## src/rtl/tola_pkg.sv

```systemverilog
// Shared types and constants for the ticket ordered lock arbiter.
// Used by the controller, the datapath and the top level. No dependencies.
`timescale 1ns / 1ps

package tola_pkg;

   localparam int DEF_MAX_REQUESTERS = 8;
   localparam int DEF_TICKET_BITS    = 32;

   localparam logic [3:0] ACTIVE_COUNT_RESET = 4'd8;

   // action codes, code 3 is unused
   localparam logic [1:0] ACT_REQUEST = 2'd0;
   localparam logic [1:0] ACT_POLL    = 2'd1;
   localparam logic [1:0] ACT_RELEASE = 2'd2;

   typedef struct packed {
      logic [1:0] action;
      logic [2:0] requester;
   } req_type;

   typedef struct packed {
      logic        granted;
      logic [31:0] ticket;
      logic        ticket_saturated;
   } rsp_type;

   typedef enum logic [1:0] {
      ST_IDLE,
      ST_SCAN,
      ST_FINISH
   } state_type;

   // controller to datapath
   typedef struct packed {
      logic accept;
      logic rd_en;
      logic finish;
   } cmd_type;

   // datapath to controller
   typedef struct packed {
      logic out_free;
      logic in_range;
   } status_type;

endpackage

```

## src/rtl/ticket_ordered_lock_arbiter.sv

```systemverilog
// Bakery-style lock arbiter: each requester asks for a ticket, polls for the grant and
// releases; one result comes back per request. One comparator walks the first N
// entries of the ticket memory one entry a cycle, N being the active count limited to
// MAX_REQUESTERS. A request passes an accept step, the scan with its registered read,
// and a step that writes back and loads the result register. A requester id outside
// the array goes from the scan state straight to the finish state. A finished result
// waits in the output register while the next request is taken. Per-entry valid bits
// make every ticket read as zero after reset, so there is no clearing pass.
// Depends on tola_pkg, tola_ctrl and tola_dpath.
`timescale 1ns / 1ps

module ticket_ordered_lock_arbiter #(
   parameter int MAX_REQUESTERS = tola_pkg::DEF_MAX_REQUESTERS,
   parameter int TICKET_BITS    = tola_pkg::DEF_TICKET_BITS
) (
   input  logic                clock,
   input  logic                reset,
   input  logic                req_valid,
   output logic                req_stall,
   input  tola_pkg::req_type   req_data,
   output logic                rsp_valid,
   input  logic                rsp_stall,
   output tola_pkg::rsp_type   rsp_data,
   input  logic                csr_we,
   input  logic [3:0]          csr_data
);
   import tola_pkg::*;

   localparam int IDX_BITS = (MAX_REQUESTERS > 1) ? $clog2(MAX_REQUESTERS) : 1;

   cmd_type             cmd;
   status_type          status;
   logic [IDX_BITS-1:0] rd_idx;

   tola_ctrl #(
      .MAX_REQUESTERS (MAX_REQUESTERS),
      .IDX_BITS       (IDX_BITS)
   ) u_ctrl (
      .clock     (clock),
      .reset     (reset),
      .req_valid (req_valid),
      .req_stall (req_stall),
      .csr_we    (csr_we),
      .csr_data  (csr_data),
      .cmd       (cmd),
      .rd_idx    (rd_idx),
      .status    (status)
   );

   tola_dpath #(
      .MAX_REQUESTERS (MAX_REQUESTERS),
      .TICKET_BITS    (TICKET_BITS),
      .IDX_BITS       (IDX_BITS)
   ) u_dpath (
      .clock     (clock),
      .reset     (reset),
      .cmd       (cmd),
      .rd_idx    (rd_idx),
      .req_data  (req_data),
      .rsp_valid (rsp_valid),
      .rsp_stall (rsp_stall),
      .rsp_data  (rsp_data),
      .status    (status)
   );

`ifndef NO_ASSERTIONS
   // one request in flight: after acceptance the input side stalls
   a_single_request: assert property (@(posedge clock) disable iff (reset)
      (req_valid && !req_stall) |=> req_stall)
      else $error("request accepted while another was in flight");

   // a new result never overwrites one still waiting
   a_no_overwrite: assert property (@(posedge clock) disable iff (reset)
      cmd.finish |-> (!rsp_valid || !rsp_stall))
      else $error("result register overwritten while stalled");

   // a result appears only after the controller finished a request
   a_result_source: assert property (@(posedge clock) disable iff (reset)
      $rose(rsp_valid) |-> $past(cmd.finish))
      else $error("result valid without a finished request");
`endif

endmodule

```

## src/rtl/tola_ctrl.sv

```systemverilog
// Sequencer of the arbiter: request handshake, scan counter and config register.
// Depends on tola_pkg; drives the datapath through cmd_type and reads status_type.
`timescale 1ns / 1ps

module tola_ctrl #(
   parameter int MAX_REQUESTERS = tola_pkg::DEF_MAX_REQUESTERS,
   parameter int IDX_BITS       = (MAX_REQUESTERS > 1) ? $clog2(MAX_REQUESTERS) : 1
) (
   input  logic                   clock,
   input  logic                   reset,
   input  logic                   req_valid,
   output logic                   req_stall,
   input  logic                   csr_we,
   input  logic [3:0]             csr_data,
   output tola_pkg::cmd_type      cmd,
   output logic [IDX_BITS-1:0]    rd_idx,
   input  tola_pkg::status_type   status
);
   import tola_pkg::*;

   localparam int CNT_BITS = $clog2(MAX_REQUESTERS + 1);

   state_type            state_ff, state_in;
   logic [CNT_BITS-1:0]  cnt_ff, cnt_in;
   logic [CNT_BITS-1:0]  limit_ff, limit_in;
   logic [3:0]           active_count_ff, active_count_in;
   logic [31:0]          count_wide;
   logic                 scan_more;

   assign count_wide = 32'(active_count_ff);
   assign scan_more  = (cnt_ff < limit_ff);

   // next state
   always_comb begin
      state_in = state_ff;
      case (state_ff)
         ST_IDLE: begin
            if (req_valid) state_in = ST_SCAN;
         end
         ST_SCAN: begin
            if (!status.in_range || !scan_more) state_in = ST_FINISH;
         end
         ST_FINISH: begin
            if (status.out_free) state_in = ST_IDLE;
         end
         default: state_in = ST_IDLE;
      endcase
   end

   // outputs
   always_comb begin
      req_stall  = 1'b1;
      cmd.accept = 1'b0;
      cmd.rd_en  = 1'b0;
      cmd.finish = 1'b0;
      case (state_ff)
         ST_IDLE: begin
            req_stall  = 1'b0;
            cmd.accept = req_valid;
         end
         ST_SCAN: begin
            cmd.rd_en = scan_more;
         end
         ST_FINISH: begin
            cmd.finish = status.out_free;
         end
         default: req_stall = 1'b1;
      endcase
   end

   assign rd_idx = cnt_ff[IDX_BITS-1:0];

   always_comb begin
      cnt_in          = cnt_ff;
      limit_in        = limit_ff;
      active_count_in = active_count_ff;
      if (csr_we) active_count_in = csr_data;
      if (cmd.accept) begin
         cnt_in = '0;
         // active count above the requester count scans all requesters
         if (count_wide > 32'(MAX_REQUESTERS)) limit_in = CNT_BITS'(MAX_REQUESTERS);
         else limit_in = CNT_BITS'(count_wide);
      end else if (cmd.rd_en) begin
         cnt_in = cnt_ff + CNT_BITS'(1);
      end
   end

   always_ff @(posedge clock) begin
      if (reset) begin
         state_ff        <= ST_IDLE;
         cnt_ff          <= '0;
         limit_ff        <= '0;
         active_count_ff <= ACTIVE_COUNT_RESET;
      end else begin
         state_ff        <= state_in;
         cnt_ff          <= cnt_in;
         limit_ff        <= limit_in;
         active_count_ff <= active_count_in;
      end
   end

endmodule

```

## src/rtl/tola_dpath.sv

```systemverilog
// Datapath of the arbiter: ticket memory, interested flags, shared comparator,
// scan accumulators and the result register. Depends on tola_pkg.
`timescale 1ns / 1ps

module tola_dpath #(
   parameter int MAX_REQUESTERS = tola_pkg::DEF_MAX_REQUESTERS,
   parameter int TICKET_BITS    = tola_pkg::DEF_TICKET_BITS,
   parameter int IDX_BITS       = (MAX_REQUESTERS > 1) ? $clog2(MAX_REQUESTERS) : 1
) (
   input  logic                   clock,
   input  logic                   reset,
   input  tola_pkg::cmd_type      cmd,
   input  logic [IDX_BITS-1:0]    rd_idx,
   input  tola_pkg::req_type      req_data,
   output logic                   rsp_valid,
   input  logic                   rsp_stall,
   output tola_pkg::rsp_type      rsp_data,
   output tola_pkg::status_type   status
);
   import tola_pkg::*;

   localparam logic [TICKET_BITS-1:0] TICKET_MAX = {TICKET_BITS{1'b1}};

   logic [TICKET_BITS-1:0]    mem [MAX_REQUESTERS];
   logic [MAX_REQUESTERS-1:0] filled_ff, filled_in;
   logic [MAX_REQUESTERS-1:0] interested_ff, interested_in;

   logic [1:0]             action_ff;
   logic [IDX_BITS-1:0]    me_ff;
   logic                   in_range_ff;
   logic [TICKET_BITS-1:0] me_ticket_ff;
   logic [TICKET_BITS-1:0] rd_data_ff;
   logic                   proc_ff;
   logic [IDX_BITS-1:0]    proc_idx_ff;
   logic [TICKET_BITS-1:0] top_ff, top_in;
   logic                   blocked_ff, blocked_in;
   logic                   rsp_valid_ff, rsp_valid_in;
   rsp_type                rsp_ff;

   logic [31:0]            req_wide;
   logic                   req_in_range;
   logic [IDX_BITS-1:0]    req_idx;
   logic [TICKET_BITS-1:0] cmp_a, cmp_b;
   logic                   cmp_lt, cmp_eq, precedes;
   logic [TICKET_BITS-1:0] next_ticket;
   rsp_type                result;

   function automatic logic [31:0] low_word(input logic [TICKET_BITS-1:0] t);
      logic [63:0] w;
      w = 64'(t);
      return w[31:0];
   endfunction

   assign req_wide     = 32'(req_data.requester);
   assign req_in_range = (req_wide < 32'(MAX_REQUESTERS));
   assign req_idx      = req_wide[IDX_BITS-1:0];

   // one comparator: max search for a request, (ticket, id) order for a poll
   always_comb begin
      if (action_ff == ACT_REQUEST) begin
         cmp_a = top_ff;
         cmp_b = rd_data_ff;
      end else begin
         cmp_a = rd_data_ff;
         cmp_b = me_ticket_ff;
      end
   end
   assign cmp_lt   = (cmp_a < cmp_b);
   assign cmp_eq   = (cmp_a == cmp_b);
   assign precedes = cmp_lt || (cmp_eq && (proc_idx_ff < me_ff));

   always_comb begin
      top_in     = top_ff;
      blocked_in = blocked_ff;
      if (cmd.accept) begin
         top_in     = '0;
         blocked_in = 1'b0;
      end else if (proc_ff) begin
         if (action_ff == ACT_REQUEST) begin
            if (cmp_lt) top_in = rd_data_ff;
         end else if (interested_ff[proc_idx_ff] && (proc_idx_ff != me_ff) && precedes) begin
            blocked_in = 1'b1;
         end
      end
   end

   assign next_ticket = (top_ff == TICKET_MAX) ? TICKET_MAX : top_ff + TICKET_BITS'(1);

   always_comb begin
      result.granted          = 1'b0;
      result.ticket           = low_word(me_ticket_ff);
      result.ticket_saturated = 1'b0;
      case (action_ff)
         ACT_REQUEST: begin
            result.ticket           = low_word(next_ticket);
            result.ticket_saturated = (next_ticket == TICKET_MAX);
         end
         ACT_POLL: begin
            result.granted = interested_ff[me_ff] && !blocked_ff;
         end
         default: result.granted = 1'b0;
      endcase
      // requester beyond the array leaves everything at zero
      if (!in_range_ff) begin
         result = '0;
      end
   end

   always_comb begin
      filled_in     = filled_ff;
      interested_in = interested_ff;
      if (cmd.finish && in_range_ff) begin
         if (action_ff == ACT_REQUEST) begin
            filled_in[me_ff]     = 1'b1;
            interested_in[me_ff] = 1'b1;
         end else if (action_ff == ACT_RELEASE) begin
            interested_in[me_ff] = 1'b0;
         end
      end
   end

   always_comb begin
      rsp_valid_in = rsp_valid_ff && rsp_stall;
      if (cmd.finish) rsp_valid_in = 1'b1;
   end

   // ticket memory: one write port, two registered read ports
   always_ff @(posedge clock) begin
      if (cmd.finish && in_range_ff && (action_ff == ACT_REQUEST)) begin
         mem[me_ff] <= next_ticket;
      end
      if (cmd.rd_en) begin
         rd_data_ff <= filled_ff[rd_idx] ? mem[rd_idx] : '0;
      end
      if (cmd.accept) begin
         if (req_in_range && filled_ff[req_idx]) me_ticket_ff <= mem[req_idx];
         else me_ticket_ff <= '0;
      end
   end

   always_ff @(posedge clock) begin
      if (cmd.accept) begin
         action_ff   <= req_data.action;
         me_ff       <= req_idx;
         in_range_ff <= req_in_range;
      end
      proc_idx_ff <= rd_idx;
      top_ff      <= top_in;
      blocked_ff  <= blocked_in;
      if (cmd.finish) rsp_ff <= result;
   end

   always_ff @(posedge clock) begin
      if (reset) begin
         filled_ff     <= '0;
         interested_ff <= '0;
         proc_ff       <= 1'b0;
         rsp_valid_ff  <= 1'b0;
      end else begin
         filled_ff     <= filled_in;
         interested_ff <= interested_in;
         proc_ff       <= cmd.rd_en;
         rsp_valid_ff  <= rsp_valid_in;
      end
   end

   assign rsp_valid       = rsp_valid_ff;
   assign rsp_data        = rsp_ff;
   assign status.out_free = !rsp_valid_ff || !rsp_stall;
   assign status.in_range = in_range_ff;

endmodule
```

## config.mk

```make
export PLATFORM = sky130hd
export DESIGN_NAME = ticket_ordered_lock_arbiter
export DESIGN_NICKNAME = d
export VERILOG_FILES = /design/src/rtl/tola_pkg.sv /design/src/rtl/ticket_ordered_lock_arbiter.sv /design/src/rtl/tola_ctrl.sv /design/src/rtl/tola_dpath.sv
export SDC_FILE = /design/constraint.sdc
export NUM_CORES = 1
export LEC_CHECK = 0
export BUFFER_PORTS_ARGS = -buffer_cell sky130_fd_sc_hd__clkbuf_2
export CORE_ASPECT_RATIO = 1.5
export CORE_UTILIZATION = 60
export DETAILED_ROUTE_END_ITERATION = 6
export PLACE_DENSITY = 0.77
export SYNTH_ARGS = -nofsm -noshare
export SYNTH_HDL_FRONTEND = slang
export SYNTH_SLANG_ARGS = --single-unit
```

## constraint.sdc

```tcl
create_clock -name clock -period 7.4 [get_ports clock]
set_input_delay 0.74 -clock clock [delete_from_list [all_inputs] [get_ports clock]]
set_output_delay 0.74 -clock clock [all_outputs]
set_load 0.005 [all_outputs]
```

==> flow_metrics.py, run 1 <==
metrics = {
    "global_route": {
        "antenna_found_initial": 0,
        "grt_pass1_vias": 13000,
        "grt_overflow_total": 0,
        "grt_pass1_wl_um": 73100,
        "grtUsageTotal_pct": 28.3,
        "grt_max_degree": 78,
    },
    "route": {
        "routed_wl_um": 47400,
        "vias": 12700,
        "via_per_inst": 6.65,
        "detail-route-antenna-nets": 0,
        "wl_per_cell_um": 24.9,
        "drc_errors": 7,
        "drtIter0Drc": 1145,
        "drt_pass1_iterations": 7,
    },
    "cts": {
        "cts_buffer_depth": 3,
        "cts_buffers": 40,
        "cts-resized-gates": 0,
        "cts_sinks": 427,
        "clk_latency_ns": 0.55,
        "clk_pin_slew_ns": 0.06,
        "cts_setup_buffers": 0,
        "cts_hold_buf": 0,
        "cts_tree": "yes",
        "htreeDepth": 2,
        "root_buffer": "clkbuf_16",
    },
    "worst_setup_path": {
        "r2r_setup_slack_ns": 2.10,
        "end_kind": "register",
        "cp_top_family": "compound AO/OA/AOI/OAI gates",
        "worstPathArrival_ns": 5.76,
        "reg2reg_to": "u_dpath.top_ff[14]",
        "crit_type": "register to register",
        "crit_required_ns": 7.86,
        "r2r-start": "u_dpath.action_ff[1]",
        "worstPathCellList": "or2_4 -> nand2_1 -> a21boi_0 -> ha_1 -> and2_0 -> a221o_1 -> a221oi_1 -> o21ai_0 -> a211oi_4 -> buf_4 -> nand3_1 -> o21ai_0",
        "crit_buf_inv": 1,
        "worst_path_max_delay_cell": "edfxtp_1",
        "startpoint_type": "register",
        "worst-r2r-cell-count": 12,
        "slowest_delay_ns": 0.95,
        "cpMostUsedCell": "o21ai_0",
        "cp_max_fo": 77,
    },
    "place": {
        "place.gp.congestion": 0.907,
        "dp_hpwl_um": 28600,
        "portBuffers": 49,
    },
    "floorplan": {
        "core_area_sq_um": 33300,
        "rows": 82,
        "die_w_um": 152,
        "start_util_pct": 60.9,
        "io_pins": 50,
        "dieArea_sq_um": 34600,
        "fp.dieH_um": 227,
    },
    "logic_synthesis": {
        "synth_seq_cells": 427,
        "synth_edf_count": 359,
        "ys_seq_area_share_pct": 59.8,
        "synth_area_sq_um": 20300,
        "synth_top_area_share_pct": 53.1,
        "async_flop_share_pct": 0,
        "synth_largest_area_cell": "edfxtp_1",
        "synth_most_common_cell": "edfxtp_1",
        "syn_inst": 1438,
        "ys_top_cells_by_area": "edfxtp_1 (53%), mux4_2 (15%), dfxtp_1 (6.7%)",
        "yosys_warnings": 0,
        "ys_types": 61,
        "ys_top_cells_by_count": "edfxtp_1 (359), nand2_1 (193), mux4_2 (136)",
        "synth_ff_type": "edfxtp_1",
        "avgSynthCellArea_sq_um": 14.1,
        "synth_nets": 1492,
    },
    "outcome": {
        "outcome": "finished with violations",
        "violations": "DRC",
    },
    "power_and_ir_drop": {
        "powerDensity_nw_per_um2": 218,
        "combPwrFrac_pct": 5.4,
        "peakVddDrop_mv": 0.199,
        "p_sw_uw": 1050,
        "p_leak_uw": 0.00801,
        "p_sw_share_pct": 21.6,
        "seqPwrFrac_pct": 54.6,
        "power_frac_clock_pct": 40.0,
        "internal-power_uw": 3790,
        "finalPower_uw": 4830,
    },
    "worst_hold_path": {
        "whs_endpoint": "u_dpath.action_ff[0]",
        "worstHoldPathCells": 1,
        "hold_class": "input port to register",
        "worstHoldStart": "req_data[3]",
    },
    "sta": {
        "whs_ns": 0.373,
        "setup_total_negative_slack_ns": 0,
        "fin_crit_sh_pct": 71.6,
        "rsz0062_at_grt": "false",
        "report.final.slew_viol_count": 0,
        "fin_crit_ns": 5.30,
        "fin_worst_skew_ns": 0.0184,
        "max_slew_margin_pct": 18.7,
        "setup_viol": 0,
        "fmax_mhz": 189,
        "hold_violations": 0,
        "tightest_slew_ns": 1.21,
    },
    "flow_run": {
        "maxCapViolations": 0,
    },
    "final_layout": {
        "num-nets-final": 1510,
        "antenna_cells": 0,
        "syn2layout_area_growth_pct": 9.31,
        "drive_above_1_share_pct": 20.1,
    },
}
per-stage QoR:
step                      cells  util, %  area, sq um  setup slack (ns)
after CTS                  1905     66.6        22200              2.20
final                      1905     66.6        22200              2.10
after floorplan            1438        -        20300              2.66
after global routing       1905     66.6        22200              1.71
after global placement     1834     62.9        21000              2.48
after detailed placement   1834     62.9        21000              2.24
state kept, by name, indices dropped and copies added (netlist names), 3 cells and up, named ones only:
signal and flops:
u_dpath.mem 256, u_dpath.rsp_data 34, u_dpath.me_ticket_ff 32, u_dpath.rd_data_ff 32, u_dpath.top_ff 32, u_dpath.filled_ff 8
u_ctrl.active_count_ff 4, u_ctrl.cnt_ff 4, u_ctrl.limit_ff 4, u_dpath.me_ff 3, u_dpath.proc_idx_ff 3
cell usage in the layout (no fill, tap or decap), types with 23 or more instances in the layout:
| cell type | netlist | routed |
|---|---|---|
| edfxtp_1 | 359 | 359 |
| clkbuf_2 | 1 | 47 |
| a31oi_1 | 23 | 23 |
| nand2_1 | 193 | 192 |
| nor2_1 | 127 | 120 |
| mux4_2 | 136 | 136 |
| mux2i_1 | 101 | 99 |
| o21ai_0 | 46 | 46 |
| ha_1 | 40 | 40 |
| dfxtp_1 | 68 | 65 |
| nand3_1 | 47 | 47 |
| buf_4 | 1 | 24 |
| clkbuf_16 | 0 | 41 |
worst max path at each step:
stage	cells after the start	startpoint	endpoint
after CTS	12	u_dpath.action_ff[1]	u_dpath.top_ff[14]
after detailed placement	12	u_dpath.action_ff[1]	u_dpath.top_ff[14]
after global placement	12	u_dpath.action_ff[1]	u_dpath.top_ff[15]
after global routing	12	u_dpath.action_ff[1]	u_dpath.top_ff[8]
after floorplan	5	rsp_stall	u_dpath.mem[1][0]
final	12	u_dpath.action_ff[1]	u_dpath.top_ff[14]
per-layer routing:
layer	vias up	share of wire (%)	global-route usage (%)
li1	5571	-	-
met1	6448	37	34.0
met2	521	53	51.4
met3	132	6.2	3.43
met4	0	4.1	12.5
met5	-	0	0
power by group through the flow:
stage / combinational [uW] / clock [uW] / sequential, uW
5_1_grt: 287 / 2050 / 2640
6_report: 261 / 1930 / 2640
3_5_place_dp: 260 / 0 / 2690
3_3_place_gp: 254 / 0 / 2690
2_1_floorplan: 190 / 0 / 2680
4_1_cts: 262 / 1960 / 2640
cells by family after synthesis:
| logic type | share of synthesized area, % |
|---|---|
| buffers and inverters | 2.29 |
| AOI/OAI and AO/OA | 3.93 |
| and+or+nand+nor | 10.0 |
| xor gates and xnor gates | 1.03 |
| muxes | 20.5 |
| DFF | 59.8 |
| adders and majority gates | 2.46 |
worst register-to-register path: cells and delay by family (launching register included):
| kind | cells | cell delay [ns] |
|---|---|---|
| buf+inv | 1 | 0.47 |
| flops | 1 | 0.95 |
| simple gates | 4 | 1.50 |
| fa+ha+maj | 1 | 0.35 |
| compound gates | 6 | 1.94 |
area by class of cell:
type	count	area [sq um]
clock buffers	53	1090
repair buffers	72	420
clock inverters	18	120
fillers	2233	11100
multi-input cells	896	7820
well taps	420	526
flip-flops and latches	427	12200
inverters	19	71.3
(Power assumes the default switching activity.)
==> run 2: changes to the inputs <==
Clock period 7.4 ns to 5.2 ns, I/O delays scaled along.
==> run 2 against run 1 <==
The run still ends with DRC left. Total power increased by 49%. Routed wire length rose by 3.7%. Global-route usage up 1.4 points. Worst setup slack got worse by 0.78 ns. Largest cell class unchanged. Largest power group unchanged.
==> flow_metrics.py, run 2 (synthesis gave the netlist of run 1 again) <==
metrics = {
    "cts": {
        "cts-resized-gates": 0,
        "cts_setup_buffers": 0,
        "clk_latency_ns": 0.54,
        "cts_buffer_depth": 3,
        "cts_sinks": 427,
        "clk_pin_slew_ns": 0.07,
        "cts_tree": "yes",
        "htreeDepth": 2,
        "cts_hold_buf": 0,
        "cts_buffers": 41,
        "root_buffer": "clkbuf_16",
    },
    "final_layout": {
        "num-nets-final": 1517,
        "syn2layout_area_growth_pct": 10.2,
        "top_register": "u_dpath.mem",
        "postLayoutCoreUtil_pct": 67.2,
        "fill_cells": 2239,
        "drive_above_1_share_pct": 20.8,
        "multi_input_area_sq_um": 7820,
        "final_common_cell": "edfxtp_1",
        "final_cell_mix": "edfxtp_1 (359), nand2_1 (192), mux4_2 (136)",
        "final_area_sq_um": 22400,
        "largest_reg_flops": 256,
        "antenna_cells": 0,
        "seq_area_sq_um": 12200,
        "stdcell_count": 1913,
    },
    "place": {
        "place_area_sq_um": 21000,
        "dp.cells": 1840,
        "dp_hpwl_um": 30100,
        "portBuffers": 49,
        "place.gp.congestion": 0.917,
    },
    "worst_setup_path": {
        "worst-r2r-cell-count": 7,
        "crit_required_ns": 5.51,
        "end_kind": "register",
        "worstPathArrival_ns": 4.18,
        "startpoint_type": "register",
        "slowest_delay_ns": 0.97,
        "crit_type": "register to register",
        "cp_max_fo": 10,
        "worstPathCellList": "nand4_2 -> or4_1 -> nor3_1 -> a31oi_1 -> o21ai_0 -> nand2_1 -> a2111oi_2",
        "r2r_setup_slack_ns": 1.33,
        "worst_path_max_delay_cell": "o21ai_0",
        "reg2reg_to": "u_dpath.rsp_data[0]",
        "r2r-start": "u_dpath.top_ff[13]",
    },
    "global_route": {
        "grtUsageTotal_pct": 29.6,
        "grt_overflow_total": 0,
        "grt_pass1_wl_um": 76200,
        "grt_pass1_vias": 13000,
        "grt_max_degree": 66,
        "antenna_found_initial": 0,
    },
    "sta": {
        "fin_crit_sh_pct": 74.5,
        "hold_violations": 0,
        "report.final.slew_viol_count": 0,
        "setup_viol": 0,
        "tightest_slew_ns": 1.24,
        "fin_worst_skew_ns": 0.0134,
        "rsz0062_at_grt": "false",
        "setup_total_negative_slack_ns": 0,
        "fmax_mhz": 258,
        "fin_crit_ns": 3.87,
        "max_slew_margin_pct": 16.2,
    },
    "power_and_ir_drop": {
        "p_leak_uw": 0.00811,
        "peakVddDrop_mv": 0.319,
        "powerDensity_nw_per_um2": 321,
    },
    "worst_hold_path": {
        "worstHoldPathCells": 1,
        "whs_endpoint": "u_dpath.action_ff[0]",
        "worstHoldStart": "req_data[3]",
        "hold_class": "input port to register",
    },
    "floorplan": {
        "start_util_pct": 60.9,
        "io_pins": 50,
        "die_w_um": 152,
        "rows": 82,
        "fp.dieH_um": 227,
        "core_area_sq_um": 33300,
        "dieArea_sq_um": 34600,
    },
    "outcome": {
        "outcome": "finished with violations",
        "violations": "DRC",
    },
    "route": {
        "routed_wl_um": 49200,
        "wl_per_cell_um": 25.7,
        "vias": 12800,
        "detail-route-antenna-nets": 0,
        "via_per_inst": 6.69,
        "drt_pass1_iterations": 7,
        "drc_errors": 7,
        "drtIter0Drc": 1244,
    },
    "flow_run": {
        "maxCapViolations": 0,
    },
}
-- run 2: cell count changes in the layout (fill, tap and decap cells not counted), sizes merged --
cell | before | now
buf | 25 | 31
clkinvlp | 1 | 4
bufinv | 1 | 6
clkbuf | 100 | 98
clkinv | 17 | 13
-- run 2: stage by stage --
step	total power (uW)	hold WS [ns]	worst slack (ns)
2_1_floorplan	4080	0.354	0.533
3_3_place_gp	4200	0.445	1.49
3_5_place_dp	4210	0.454	1.39
4_1_cts	7210	0.176	1.37
5_1_grt	7380	0.184	1.03
6_report	7190	0.190	1.33
-- run 2: layout make-up --
cell class,count,area share [%]
inverter,19,0.319
clock buffer,51,4.88
multi-input combinational,896,34.9
sequential,427,54.3
tap,420,2.35
clock inverter,22,1.17
timing repair buffer,78,2.08
-- run 2: power breakdown --
part	switching, uW	internal (uW)	leakage, uW
sequential	34.5	3720	0.00424
clock	1260	1790	0.000653
combinational	237	146	0.00321
total	1530	5650	0.00811
-- run 2: worst max path at each step --
stage | slack [ns] | start | end | depth (start not counted)
after global routing | 1.03 | u_dpath.action_ff[1] | u_dpath.top_ff[27] | 13
after floorplan | 0.53 | u_ctrl.cnt_ff[1] | u_ctrl.cnt_ff[3] | 7
after CTS | 1.37 | u_dpath.action_ff[1] | u_dpath.top_ff[19] | 13
after detailed placement | 1.39 | u_dpath.action_ff[1] | u_dpath.top_ff[19] | 13
final | 1.33 | u_dpath.top_ff[13] | u_dpath.rsp_data[0] | 7
after global placement | 1.49 | u_dpath.action_ff[1] | u_dpath.top_ff[15] | 13
-- run 2: per-layer routing --
layer	vias to the layer above	part of all wire [%]	track usage [%]
li1	5590	-	-
met3	129	6.6	3.92
met5	-	0	0
met4	0	4.1	13.7
met2	586	53	53.4
met1	6487	36	35.7
-- run 2: worst max-delay path: cells and delay by family, from the launching register on --
family           cells  cell delay, ns
AND/OR/NAND/NOR      4            1.68
AO/OA/AOI/OAI        3            1.48
flip-flops           1            0.48
